$ cat config.mk
export PLATFORM = sky130hd
export DESIGN_NAME = rolling_zscore_sensor_fault_detector
export DESIGN_NICKNAME = d
export VERILOG_FILES = /design/src/rzsfd_pkg.sv /design/src/rolling_zscore_sensor_fault_detector.sv
export SDC_FILE = /design/constraint.sdc
export NUM_CORES = 2
export LEC_CHECK = 0
export BUFFER_PORTS_ARGS = -buffer_cell sky130_fd_sc_hd__buf_4
export CAP_MARGIN = 10
export CORE_ASPECT_RATIO = 1.75
export CORE_MARGIN = 1
export CORE_UTILIZATION = 66
export CTS_BUF_LIST = sky130_fd_sc_hd__clkbuf_8 sky130_fd_sc_hd__clkbuf_16
export DETAILED_ROUTE_END_ITERATION = 7
export GPL_ROUTABILITY_DRIVEN = 0
export PLACE_DENSITY = 0.85
export SLEW_MARGIN = 20
export SYNTH_ARGS = -nofsm -noshare
export SYNTH_HDL_FRONTEND = slang
export SYNTH_SLANG_ARGS = --single-unit
$ cat constraint.sdc
create_clock -name clock -period 11.28 [get_ports clock]
set_clock_uncertainty 0.1 [all_clocks]
set_input_delay 2.256 -clock clock [delete_from_list [all_inputs] [get_ports clock]]
set_output_delay 2.256 -clock clock [all_outputs]
set_load 0.01 [all_outputs]
$ cat src/rzsfd_pkg.sv
`timescale 1ns / 1ps
`default_nettype none

package rzsfd_pkg;

   localparam int WINDOW_DEFAULT = 5;
   localparam int TEMP_W = 16;
   localparam int CSR_INDEX_W = 3;
   localparam int MIN_COUNT = 3;

   localparam logic [CSR_INDEX_W-1:0] CSR_TEMP_MIN = 3'd0;
   localparam logic [CSR_INDEX_W-1:0] CSR_TEMP_MAX = 3'd1;
   localparam logic [CSR_INDEX_W-1:0] CSR_FROZEN_STD = 3'd2;
   localparam logic [CSR_INDEX_W-1:0] CSR_FROZEN_DELTA = 3'd3;
   localparam logic [CSR_INDEX_W-1:0] CSR_SPREAD_MIN = 3'd4;
   localparam logic [CSR_INDEX_W-1:0] CSR_Z_THRESH = 3'd5;

   localparam logic signed [TEMP_W-1:0] TEMP_MIN_RST = -16'sd1000;
   localparam logic signed [TEMP_W-1:0] TEMP_MAX_RST = 16'sd5500;
   localparam logic [9:0] FROZEN_STD_RST = 10'd2;
   localparam logic [9:0] FROZEN_DELTA_RST = 10'd1;
   localparam logic [9:0] SPREAD_MIN_RST = 10'd10;
   localparam logic [7:0] Z_THRESH_RST = 8'd14;

   typedef enum logic [1:0] {
      FAULT_NONE   = 2'd0,
      FAULT_BOUNDS = 2'd1,
      FAULT_FROZEN = 2'd2,
      FAULT_SPIKE  = 2'd3
   } fault_kind_type;

   localparam logic [6:0] CONF_NONE = 7'd99;
   localparam logic [6:0] CONF_BOUNDS = 7'd95;
   localparam logic [6:0] CONF_FROZEN = 7'd92;
   localparam logic [6:0] CONF_SPIKE = 7'd88;

endpackage

`default_nettype wire

$ cat src/rolling_zscore_sensor_fault_detector.sv
// rolling z-score temperature fault detector
// req_ channel: one signed centidegree sample per beat (req_valid/req_ready)
// rsp_ channel: one result beat per sample: flagged, fault kind, bounds status,
//   healed temperature and confidence (rsp_valid/rsp_ready)
// csr_ channel: register writes by index, always ready; write only while no sample is in flight
// a sample is checked against temp_min..temp_max, then against the statistics
// of the stored window, and only then written into the window
// with fewer than three stored samples rsp_valid rises 1 cycle after the accept
// and req_ready returns with it, so a beat takes 2 cycles
// otherwise one shared multiplier walks the window, one sample per cycle, then
// runs twelve more steps (sums, variance, thresholds): rsp_valid N + 13 cycles
// after the accept and N + 14 cycles per beat for N stored samples, plus
// 17 + clog2(WINDOW) cycles of a one bit per cycle divider when a frozen or
// spike fault needs the rounded window mean
// req_ready is high only while the sequencer is idle
// results sit in an output register, so a new sample is taken while a result
// waits; if rsp_ready stays low the next result holds the sequencer until the
// output register frees up
// reset clears the fill count and write pointer and restores register defaults
`timescale 1ns / 1ps
`default_nettype none

module rolling_zscore_sensor_fault_detector #(
   parameter int WINDOW = rzsfd_pkg::WINDOW_DEFAULT
) (
   input  wire logic                                  clock,
   input  wire logic                                  reset,
   input  wire logic                                  req_valid,
   output logic                                       req_ready,
   input  wire logic signed [rzsfd_pkg::TEMP_W-1:0]   req_temp_sample,
   output logic                                       rsp_valid,
   input  wire logic                                  rsp_ready,
   output logic                                       rsp_flagged,
   output logic [1:0]                                 rsp_fault_kind,
   output logic                                       rsp_physics_ok,
   output logic signed [rzsfd_pkg::TEMP_W-1:0]        rsp_healed_temp,
   output logic [6:0]                                 rsp_confidence_pct,
   input  wire logic                                  csr_valid,
   output logic                                       csr_ready,
   input  wire logic [rzsfd_pkg::CSR_INDEX_W-1:0]     csr_index,
   input  wire logic [15:0]                           csr_data
);

   localparam int LW = $clog2(WINDOW);
   localparam int NW = $clog2(WINDOW + 1);
   localparam int SW = 16 + LW;
   localparam int QW = 31 + LW;
   localparam int DW = 31 + 2 * LW;
   localparam int EW = 18 + LW;
   localparam int EEW = 2 * EW - 2;
   localparam int MA = DW + 1;
   localparam int MB = EW;
   localparam int PW = MA + MB;
   localparam int DIVW = SW + 1;
   localparam int CW = $clog2(DIVW);

   typedef enum logic [15:0] {
      ST_IDLE = 16'h0001,
      ST_ACC  = 16'h0002,
      ST_ADDQ = 16'h0004,
      ST_SUBS = 16'h0008,
      ST_NQ   = 16'h0010,
      ST_EE   = 16'h0020,
      ST_FS   = 16'h0040,
      ST_FS2  = 16'h0080,
      ST_FD   = 16'h0100,
      ST_SM   = 16'h0200,
      ST_SM2  = 16'h0400,
      ST_ZQ   = 16'h0800,
      ST_ZD   = 16'h1000,
      ST_DEC  = 16'h2000,
      ST_DIV  = 16'h4000,
      ST_FIN  = 16'h8000
   } state_type;

   state_type state_ff, state_in;

   logic signed [15:0] temp_min_ff, temp_max_ff;
   logic [9:0] frozen_std_ff, frozen_delta_ff, spread_min_ff;
   logic [7:0] z_thresh_ff;

   logic signed [15:0] win_ff [WINDOW];
   logic [LW-1:0] wp_ff, wp_in;
   logic [NW-1:0] fill_ff, fill_in;

   logic signed [15:0] x_ff, x_in;
   logic phys_ff, phys_in;
   rzsfd_pkg::fault_kind_type kind_ff, kind_in;
   logic [LW-1:0] idx_ff, idx_in;
   logic signed [SW-1:0] s_ff, s_in;
   logic [QW-1:0] q_ff, q_in;
   logic signed [EW-1:0] e_ff, e_in;
   logic [DW-1:0] ss_ff, ss_in;
   logic [DW-1:0] d_ff, d_in;
   logic [EEW-1:0] ee_ff, ee_in;
   logic frz_d_ff, frz_d_in, frz_e_ff, frz_e_in, spr_ff, spr_in;
   logic [DIVW-1:0] num_ff, num_in;
   logic [NW:0] rem_ff, rem_in;
   logic [CW-1:0] cnt_ff, cnt_in;
   logic neg_ff, neg_in;

   logic signed [MA-1:0] mul_a;
   logic signed [MB-1:0] mul_b;
   logic signed [PW-1:0] prod_ff, prod_in;

   logic rsp_valid_ff, rsp_valid_in;
   logic rsp_flagged_ff, rsp_flagged_in;
   logic [1:0] rsp_kind_ff, rsp_kind_in;
   logic rsp_phys_ff, rsp_phys_in;
   logic signed [15:0] rsp_healed_ff, rsp_healed_in;
   logic [6:0] rsp_conf_ff, rsp_conf_in;

   logic signed [15:0] win_rd_ff;
   logic req_fire, load_out, win_we;
   logic [EW-1:0] e_abs;
   logic [SW-1:0] s_abs;
   logic [NW+1:0] trial;
   logic [NW+1:0] dv;
   logic frozen, spike;
   logic [15:0] mean_mag;

   assign req_ready = (state_ff == ST_IDLE);
   assign req_fire = req_valid & req_ready;
   assign csr_ready = 1'b1;
   assign load_out = (state_ff == ST_FIN) & (~rsp_valid_ff | rsp_ready);
   assign win_we = load_out;

   assign e_abs = e_ff[EW-1] ? EW'(-e_ff) : EW'(e_ff);
   assign s_abs = s_ff[SW-1] ? SW'(-s_ff) : SW'(s_ff);
   assign trial = {rem_ff, num_ff[DIVW-1]};
   assign dv = (NW + 2)'({fill_ff, 1'b0});
   assign frozen = frz_d_ff & frz_e_ff;
   assign spike = ~frozen & spr_ff
      & ($unsigned(prod_ff) < PW'({ee_ff, 4'b0000}));
   assign mean_mag = num_ff[15:0];

   // shared multiplier operand select
   always_comb begin
      mul_a = '0;
      mul_b = '0;
      case (state_ff)
         ST_ACC: begin
            mul_a = MA'(win_rd_ff);
            mul_b = MB'(win_rd_ff);
         end
         ST_ADDQ: begin
            mul_a = MA'(x_ff);
            mul_b = MB'(fill_ff);
         end
         ST_SUBS: begin
            mul_a = MA'(s_ff);
            mul_b = MB'(s_ff);
         end
         ST_NQ: begin
            mul_a = MA'(q_ff);
            mul_b = MB'(fill_ff);
         end
         ST_EE: begin
            mul_a = MA'(e_ff);
            mul_b = MB'(e_ff);
         end
         ST_FS: begin
            mul_a = MA'(frozen_std_ff);
            mul_b = MB'(fill_ff);
         end
         ST_FD: begin
            mul_a = MA'(frozen_delta_ff);
            mul_b = MB'(fill_ff);
         end
         ST_SM: begin
            mul_a = MA'(spread_min_ff);
            mul_b = MB'(fill_ff);
         end
         ST_FS2, ST_SM2: begin
            mul_a = MA'(prod_ff[MB-2:0]);
            mul_b = MB'(prod_ff[MB-2:0]);
         end
         ST_ZQ: begin
            mul_a = MA'(z_thresh_ff);
            mul_b = MB'(z_thresh_ff);
         end
         ST_ZD: begin
            mul_a = MA'(d_ff);
            mul_b = MB'(prod_ff[MB-2:0]);
         end
         default: begin
            mul_a = '0;
            mul_b = '0;
         end
      endcase
   end

   assign prod_in = mul_a * mul_b;

   // sequencer
   always_comb begin
      state_in = state_ff;
      x_in = x_ff;
      phys_in = phys_ff;
      kind_in = kind_ff;
      idx_in = idx_ff;
      s_in = s_ff;
      q_in = q_ff;
      e_in = e_ff;
      ss_in = ss_ff;
      d_in = d_ff;
      ee_in = ee_ff;
      frz_d_in = frz_d_ff;
      frz_e_in = frz_e_ff;
      spr_in = spr_ff;
      num_in = num_ff;
      rem_in = rem_ff;
      cnt_in = cnt_ff;
      neg_in = neg_ff;
      case (state_ff)
         ST_IDLE: begin
            if (req_fire) begin
               x_in = req_temp_sample;
               phys_in = (req_temp_sample >= temp_min_ff)
                  & (req_temp_sample <= temp_max_ff);
               kind_in = phys_in ? rzsfd_pkg::FAULT_NONE : rzsfd_pkg::FAULT_BOUNDS;
               idx_in = '0;
               s_in = '0;
               q_in = '0;
               state_in = (fill_ff >= NW'(rzsfd_pkg::MIN_COUNT)) ? ST_ACC : ST_FIN;
            end
         end
         ST_ACC: begin
            s_in = s_ff + SW'(win_rd_ff);
            if (idx_ff != '0) begin
               q_in = q_ff + QW'(prod_ff);
            end
            idx_in = idx_ff + LW'(1);
            if (NW'(idx_ff) + NW'(1) == fill_ff) begin
               state_in = ST_ADDQ;
            end
         end
         ST_ADDQ: begin
            q_in = q_ff + QW'(prod_ff);
            state_in = ST_SUBS;
         end
         ST_SUBS: begin
            e_in = EW'(prod_ff) - EW'(s_ff);
            state_in = ST_NQ;
         end
         ST_NQ: begin
            ss_in = DW'(prod_ff);
            state_in = ST_EE;
         end
         ST_EE: begin
            d_in = DW'(prod_ff) - ss_ff;
            state_in = ST_FS;
         end
         ST_FS: begin
            ee_in = EEW'(prod_ff);
            state_in = ST_FS2;
         end
         ST_FS2: begin
            state_in = ST_FD;
         end
         ST_FD: begin
            frz_d_in = PW'(d_ff) < $unsigned(prod_ff);
            state_in = ST_SM;
         end
         ST_SM: begin
            frz_e_in = PW'(e_abs) < $unsigned(prod_ff);
            state_in = ST_SM2;
         end
         ST_SM2: begin
            state_in = ST_ZQ;
         end
         ST_ZQ: begin
            spr_in = PW'(d_ff) > $unsigned(prod_ff);
            state_in = ST_ZD;
         end
         ST_ZD: begin
            state_in = ST_DEC;
         end
         ST_DEC: begin
            // mean = (2|S| + N) / 2N
            num_in = DIVW'({s_abs, 1'b0}) + DIVW'(fill_ff);
            rem_in = '0;
            cnt_in = CW'(DIVW - 1);
            neg_in = s_ff[SW-1];
            if (frozen) begin
               kind_in = rzsfd_pkg::FAULT_FROZEN;
               state_in = ST_DIV;
            end else if (spike) begin
               kind_in = rzsfd_pkg::FAULT_SPIKE;
               state_in = ST_DIV;
            end else begin
               state_in = ST_FIN;
            end
         end
         ST_DIV: begin
            if (trial >= dv) begin
               rem_in = (NW + 1)'(trial - dv);
               num_in = {num_ff[DIVW-2:0], 1'b1};
            end else begin
               rem_in = (NW + 1)'(trial);
               num_in = {num_ff[DIVW-2:0], 1'b0};
            end
            cnt_in = cnt_ff - CW'(1);
            if (cnt_ff == '0) begin
               state_in = ST_FIN;
            end
         end
         ST_FIN: begin
            if (load_out) begin
               state_in = ST_IDLE;
            end
         end
         default: begin
            state_in = ST_IDLE;
         end
      endcase
   end

   // result formatting
   always_comb begin
      rsp_valid_in = load_out | (rsp_valid_ff & ~rsp_ready);
      rsp_flagged_in = rsp_flagged_ff;
      rsp_kind_in = rsp_kind_ff;
      rsp_phys_in = rsp_phys_ff;
      rsp_healed_in = rsp_healed_ff;
      rsp_conf_in = rsp_conf_ff;
      if (load_out) begin
         rsp_flagged_in = (kind_ff != rzsfd_pkg::FAULT_NONE);
         rsp_kind_in = kind_ff;
         rsp_phys_in = phys_ff;
         rsp_healed_in = x_ff;
         case (kind_ff)
            rzsfd_pkg::FAULT_NONE: rsp_conf_in = rzsfd_pkg::CONF_NONE;
            rzsfd_pkg::FAULT_BOUNDS: rsp_conf_in = rzsfd_pkg::CONF_BOUNDS;
            rzsfd_pkg::FAULT_FROZEN: rsp_conf_in = rzsfd_pkg::CONF_FROZEN;
            rzsfd_pkg::FAULT_SPIKE: rsp_conf_in = rzsfd_pkg::CONF_SPIKE;
            default: rsp_conf_in = rzsfd_pkg::CONF_NONE;
         endcase
         if (kind_ff == rzsfd_pkg::FAULT_FROZEN || kind_ff == rzsfd_pkg::FAULT_SPIKE) begin
            rsp_healed_in = neg_ff ? -$signed(mean_mag) : $signed(mean_mag);
         end
      end
   end

   assign wp_in = win_we ? ((wp_ff == LW'(WINDOW - 1)) ? '0 : wp_ff + LW'(1)) : wp_ff;
   assign fill_in = (win_we && fill_ff < NW'(WINDOW)) ? fill_ff + NW'(1) : fill_ff;

   always_ff @(posedge clock) begin
      if (reset) begin
         state_ff <= ST_IDLE;
         wp_ff <= '0;
         fill_ff <= '0;
         rsp_valid_ff <= 1'b0;
         temp_min_ff <= rzsfd_pkg::TEMP_MIN_RST;
         temp_max_ff <= rzsfd_pkg::TEMP_MAX_RST;
         frozen_std_ff <= rzsfd_pkg::FROZEN_STD_RST;
         frozen_delta_ff <= rzsfd_pkg::FROZEN_DELTA_RST;
         spread_min_ff <= rzsfd_pkg::SPREAD_MIN_RST;
         z_thresh_ff <= rzsfd_pkg::Z_THRESH_RST;
      end else begin
         state_ff <= state_in;
         wp_ff <= wp_in;
         fill_ff <= fill_in;
         rsp_valid_ff <= rsp_valid_in;
         if (csr_valid & csr_ready) begin
            case (csr_index)
               rzsfd_pkg::CSR_TEMP_MIN: temp_min_ff <= csr_data;
               rzsfd_pkg::CSR_TEMP_MAX: temp_max_ff <= csr_data;
               rzsfd_pkg::CSR_FROZEN_STD: frozen_std_ff <= csr_data[9:0];
               rzsfd_pkg::CSR_FROZEN_DELTA: frozen_delta_ff <= csr_data[9:0];
               rzsfd_pkg::CSR_SPREAD_MIN: spread_min_ff <= csr_data[9:0];
               rzsfd_pkg::CSR_Z_THRESH: z_thresh_ff <= csr_data[7:0];
               default: ;
            endcase
         end
      end
   end

   always_ff @(posedge clock) begin
      x_ff <= x_in;
      phys_ff <= phys_in;
      kind_ff <= kind_in;
      idx_ff <= idx_in;
      s_ff <= s_in;
      q_ff <= q_in;
      e_ff <= e_in;
      ss_ff <= ss_in;
      d_ff <= d_in;
      ee_ff <= ee_in;
      frz_d_ff <= frz_d_in;
      frz_e_ff <= frz_e_in;
      spr_ff <= spr_in;
      num_ff <= num_in;
      rem_ff <= rem_in;
      cnt_ff <= cnt_in;
      neg_ff <= neg_in;
      prod_ff <= prod_in;
      rsp_flagged_ff <= rsp_flagged_in;
      rsp_kind_ff <= rsp_kind_in;
      rsp_phys_ff <= rsp_phys_in;
      rsp_healed_ff <= rsp_healed_in;
      rsp_conf_ff <= rsp_conf_in;
      // window entry for the next step of the walk
      win_rd_ff <= win_ff[idx_in];
      if (win_we) begin
         win_ff[wp_ff] <= x_ff;
      end
   end

   assign rsp_valid = rsp_valid_ff;
   assign rsp_flagged = rsp_flagged_ff;
   assign rsp_fault_kind = rsp_kind_ff;
   assign rsp_physics_ok = rsp_phys_ff;
   assign rsp_healed_temp = rsp_healed_ff;
   assign rsp_confidence_pct = rsp_conf_ff;

`ifndef NO_ASSERTIONS
   a_fill_bound: assert property (@(posedge clock) disable iff (reset)
      fill_ff <= NW'(WINDOW) && {1'b0, wp_ff} < (LW + 1)'(WINDOW))
      else $error("fill count or write pointer out of range");

   a_bounds_flag: assert property (@(posedge clock) disable iff (reset)
      rsp_valid && !rsp_physics_ok |-> rsp_flagged)
      else $error("out of bounds sample not flagged");

   a_clean_conf: assert property (@(posedge clock) disable iff (reset)
      rsp_valid && rsp_fault_kind == rzsfd_pkg::FAULT_NONE
         |-> !rsp_flagged && rsp_confidence_pct == rzsfd_pkg::CONF_NONE
            && rsp_physics_ok)
      else $error("clean result carries fault markings");

   a_fill_step: assert property (@(posedge clock) disable iff (reset)
      load_out && fill_ff < NW'(WINDOW) |=> fill_ff == $past(fill_ff) + NW'(1))
      else $error("fill count did not advance on window write");
`endif

endmodule

`default_nettype wire
==> metrics, run 1 <==
Die W 221 µm; Top Ports 70; largest net degree at the start of global routing 78; EDFF count, synth 344; share of the synthesized area in the top cell type 0.286; synthesized area 55,200 µm²; clock sinks 515; synth unique cells 86; CTS Buf Count 47; Stop stage 5_1_grt; Yosys warnings 0; sequential share of the synthesized area 0.249; first-pass GRT wire length 314,000 µm; H-tree depth 2; IO buf count 67; top cells by area, synth fa_1 29%, edfxtp_1 19%, ha_1 9.1%; Die Ht 384 µm; Async S/R FF share, synth 0; Post-CTS Setup Inserts 0; dpl hpwl 140,000 µm; total congestion overflow 54; Post-CTS Resized 0; hold_buf cts 0; leading area contributor after synthesis fa_1; Post-Syn Instances 5,897; tool error [ERROR GRT-0116] Global routing finished with congestion. Check the congestion regions in the DRC Viewer.; Core Rows 139; clk buf depth 3; Total GRT Usage 0.507; Initial Utilization 0.669; number of global-route vias before repair 51.8k; Avg Inst Size Synth 9.36 µm²; top_reg_cell synth edfxtp_1; status did not finish; Clock Root Buffer clkbuf_16; Yosys reg bits 515
Yosys cell counts (32+ instances only):
master,n
o21a_1,35
dfxtp_1,171
xor2_1,75
a21oi_1,246
nor2_1,378
clkbuf_1,147
inv_1,1122
a22oi_1,46
ha_1,400
edfxtp_1,344
nor3_1,57
a21o_1,129
o21ai_0,133
nand4_1,35
a211o_1,32
and2_1,67
nand3_1,61
nand2b_1,37
buf_2,48
nor2b_1,54
nand2_1,924
xnor2_1,148
fa_1,788
per-layer routing:
layer / GRT overflow / global-route usage
met5: 0 / 0.0778
met4: 27 / 0.533
met3: 1 / 0.275
met2: 26 / 0.741
met1: 0 / 0.477
cells by family after synthesis:
| kind of cell | share of synthesized area |
|---|---|
| simple gates | 0.138 |
| buf+inv | 0.0930 |
| fa+ha+maj | 0.377 |
| compound gates | 0.106 |
| flops | 0.249 |
| xor+xnor | 0.0354 |
| mux | 0.000953 |
| other cells | 0.000136 |
per-stage QoR:
step                std cells  hold slack [ns]  utilization  area, µm²  setup WS (ns)
global placement         6963            0.303        0.697      57400          0.842
detailed placement       6963            0.310        0.697      57400          0.686
floorplan                5914            0.300            -      55200           1.15
CTS                      7051            0.355        0.716      59000          0.621
==> run 2, diff against run 1 <==
--- a/config.mk
+++ b/config.mk
@@ -7,13 +7,11 @@
 export LEC_CHECK = 0
 export BUFFER_PORTS_ARGS = -buffer_cell sky130_fd_sc_hd__buf_4
 export CAP_MARGIN = 10
-export CORE_ASPECT_RATIO = 1.75
 export CORE_MARGIN = 1
-export CORE_UTILIZATION = 66
-export CTS_BUF_LIST = sky130_fd_sc_hd__clkbuf_8 sky130_fd_sc_hd__clkbuf_16
+export CORE_UTILIZATION = 40
 export DETAILED_ROUTE_END_ITERATION = 7
 export GPL_ROUTABILITY_DRIVEN = 0
-export PLACE_DENSITY = 0.85
+export PLACE_DENSITY_LB_ADDON = 0.15
 export SLEW_MARGIN = 20
 export SYNTH_ARGS = -nofsm -noshare
 export SYNTH_HDL_FRONTEND = slang
==> metrics, run 2 <==
Regs by FF count win_ff x80, prod_ff x59, ee_ff x40; final wirelength 173,000 µm; slowest CP cell a21o_1; Critical Path Max Stage Delay 0.56 ns; multi-input logic area 36,500 µm²; number of global-route vias before repair 42.9k; Via density 5.32; top_reg_cell synth edfxtp_1; Nets 7,199; top cells by area, synth fa_1 29%, edfxtp_1 19%, ha_1 9.1%; cell with the most instances after synthesis inv_1; FMAX 0.0937 GHz; met1 Resource Use GR 0.364; met3 GRT Util 0.0562; Final ANT Viol Nets 0; synth unique cells 86; most frequent cells in the layout 1,121 x inv_1, 924 x nand2_1, 788 x fa_1; fraction of layout cells with a size suffix above 1 0.0632; CTS Buf Count 67; status complete, no violations; Post-Syn Instances 5,897; Max FO, Critical Path 26; Rel. slew slack 0.259; Lkg Pwr 29.0 nW; crit path kind reg -> reg; measured slew at the worst slew-check pin 1.11 ns; worst skew pair latency 0.67 ns; gr busiest metal met2; endpoint class of the critical path register; Top reg by flops win_ff; Critical Path RT 11.73 ns; Tot Pwr 4.85 mW; first-pass GRT wire length 266,000 µm; clock sinks 515; Top Ports 70; Avg Inst Size Synth 9.36 µm²; Max VDD drop 0.102 mV; largest net degree at the start of global routing 94; CP arrival 11.12 ns; Yosys reg bits 515; Worst-path clk slew 0.08 ns; IO buf count 67; Tightest Hold Check Type reg -> reg; Fin Setup TNS 0 ns; Layout fillers 13.3k; Die Area 139,000 µm²; Final Instance Area 60,700 µm²; unrepaired setup endpoints after global routing false; Initial Utilization 0.405; share of the synthesized area in the top cell type 0.286; Fin. Hold Viols 0; total congestion overflow 0; Clock Root Buffer clkbuf_16; clk buf depth 3; Layout area overhead 9.94%; Largest register FFs 80; MaxCap Viol Count 0; dpl hpwl 137,000 µm; part of the cycle the worst path needs 0.946; Die W 373 µm; initial antenna violation count 4; WL per Instance 22.1 µm; Post-synth top cells 1,122 x inv_1, 924 x nand2_1, 788 x fa_1; most common cell after layout, fill and taps aside inv_1; post-route minimum period 10.68 ns; Power per Cell Area 79.9 nW/µm²; router iterations before antenna repair 6; Critical Path Start Type register; Slew Limit Fails 0; synthesized area 55,200 µm²; H-tree depth 3; Top cell by count, worst path fa_1; Vias 41.6k; DRC violations left 0; met2 GRT Util 0.381; Sequential Area 13,800 µm²; WHS 0.318 ns; Yosys warnings 0; Final Non-Filler Cells 7,808; total core area 136,000 µm²; placed cells 7,682; Placed Area 58,400 µm²; leading area contributor after synthesis fa_1; TritonCTS clock tree yes; Total GRT Usage 0.252; Die Ht 373 µm; DRT iter0 DRCs 3,346; sequential share of the synthesized area 0.249; Setup-failing EPs final 0; EDFF count, synth 344; Async S/R FF share, synth 0; Core Rows 135
run 2: through the flow:
stage,setup slack [ns],utilization
3_5_place_dp,0.627,0.429
5_1_grt,0.00478,0.445
4_1_cts,0.560,0.445
2_1_floorplan,1.15,-
3_3_place_gp,0.793,0.429
6_report,0.604,0.446
run 2: report_power, final:
| part | internal [mW] | total (mW) | switching [mW] |
|---|---|---|---|
| Combinational | 0.176 | 0.456 | 0.280 |
| Clock | 1.28 | 2.20 | 0.917 |
| Sequential | 2.10 | 2.20 | 0.0943 |
| Total | 3.56 | 4.85 | 1.29 |
run 2: metal layers:
| layer | wire length (µm) | share of wire | vias to the layer above |
|---|---|---|---|
| li1 | - | - | 19015 |
| met4 | 3920 | 0.023 | 6 |
| met3 | 15200 | 0.088 | 199 |
| met2 | 74000 | 0.43 | 1436 |
| met1 | 79300 | 0.46 | 20915 |
| met5 | 122 | 0.00071 | - |
run 2: kinds of logic (layout without fill, tap and decap cells):
logic type / after synthesis / after routing / synth area share
adder cells (fa/ha/maj): 1188 / 1188 / 0.377
other: 2 / 21 / 0.000136
AND/OR/NAND/NOR: 1745 / 1745 / 0.138
buffers and inverters: 1346 / 1457 / 0.0930
flip-flops: 515 / 515 / 0.249
AO/OA/AOI/OAI: 873 / 873 / 0.106
XOR/XNOR: 223 / 223 / 0.0354
multiplexers: 5 / 5 / 0.000953
run 2: worst max-delay path: cells and delay by family (launching register included):
kind / cells / cell delay, ns
adder cells (fa/ha/maj): 8 / 4.02
AND/OR/NAND/NOR: 11 / 3.27
AO/OA/AOI/OAI: 9 / 2.04
buffers and inverters: 6 / 0.60
flip-flops: 1 / 0.34
XOR/XNOR: 1 / 0.14
run 2: path summary, 6_finish.rpt:
kind / startpoint / endpoint / slack (ns) / cells past startpoint
max: state_ff[2] / prod_ff[52] / 0.60 / 35
min: phys_ff / rsp_physics_ok / 0.32 / 0
max reg2reg: state_ff[2] / prod_ff[52] / 0.60 / 35
min reg2reg: phys_ff / rsp_physics_ok / 0.32 / 0
run 2: what timing repair did:
action | CTS | global route
endpoints found under the setup margin | 0 | 2
resized for setup | 0 | 1
buffers inserted | 0 | 1
hold buffers | 0 | 0
run 2: area by class of cell:
cell class	count	share of cell area
Antenna cell	2	0.0000825
Clock buffer	91	0.0302
Clock inverter	32	0.00712
Inverter	1123	0.0695
Multi-Input combinational cell	4053	0.603
Sequential cell	515	0.227
Tap cell	1781	0.0367
Timing Repair Buffer	211	0.0271
(Power assumes the default switching activity.)
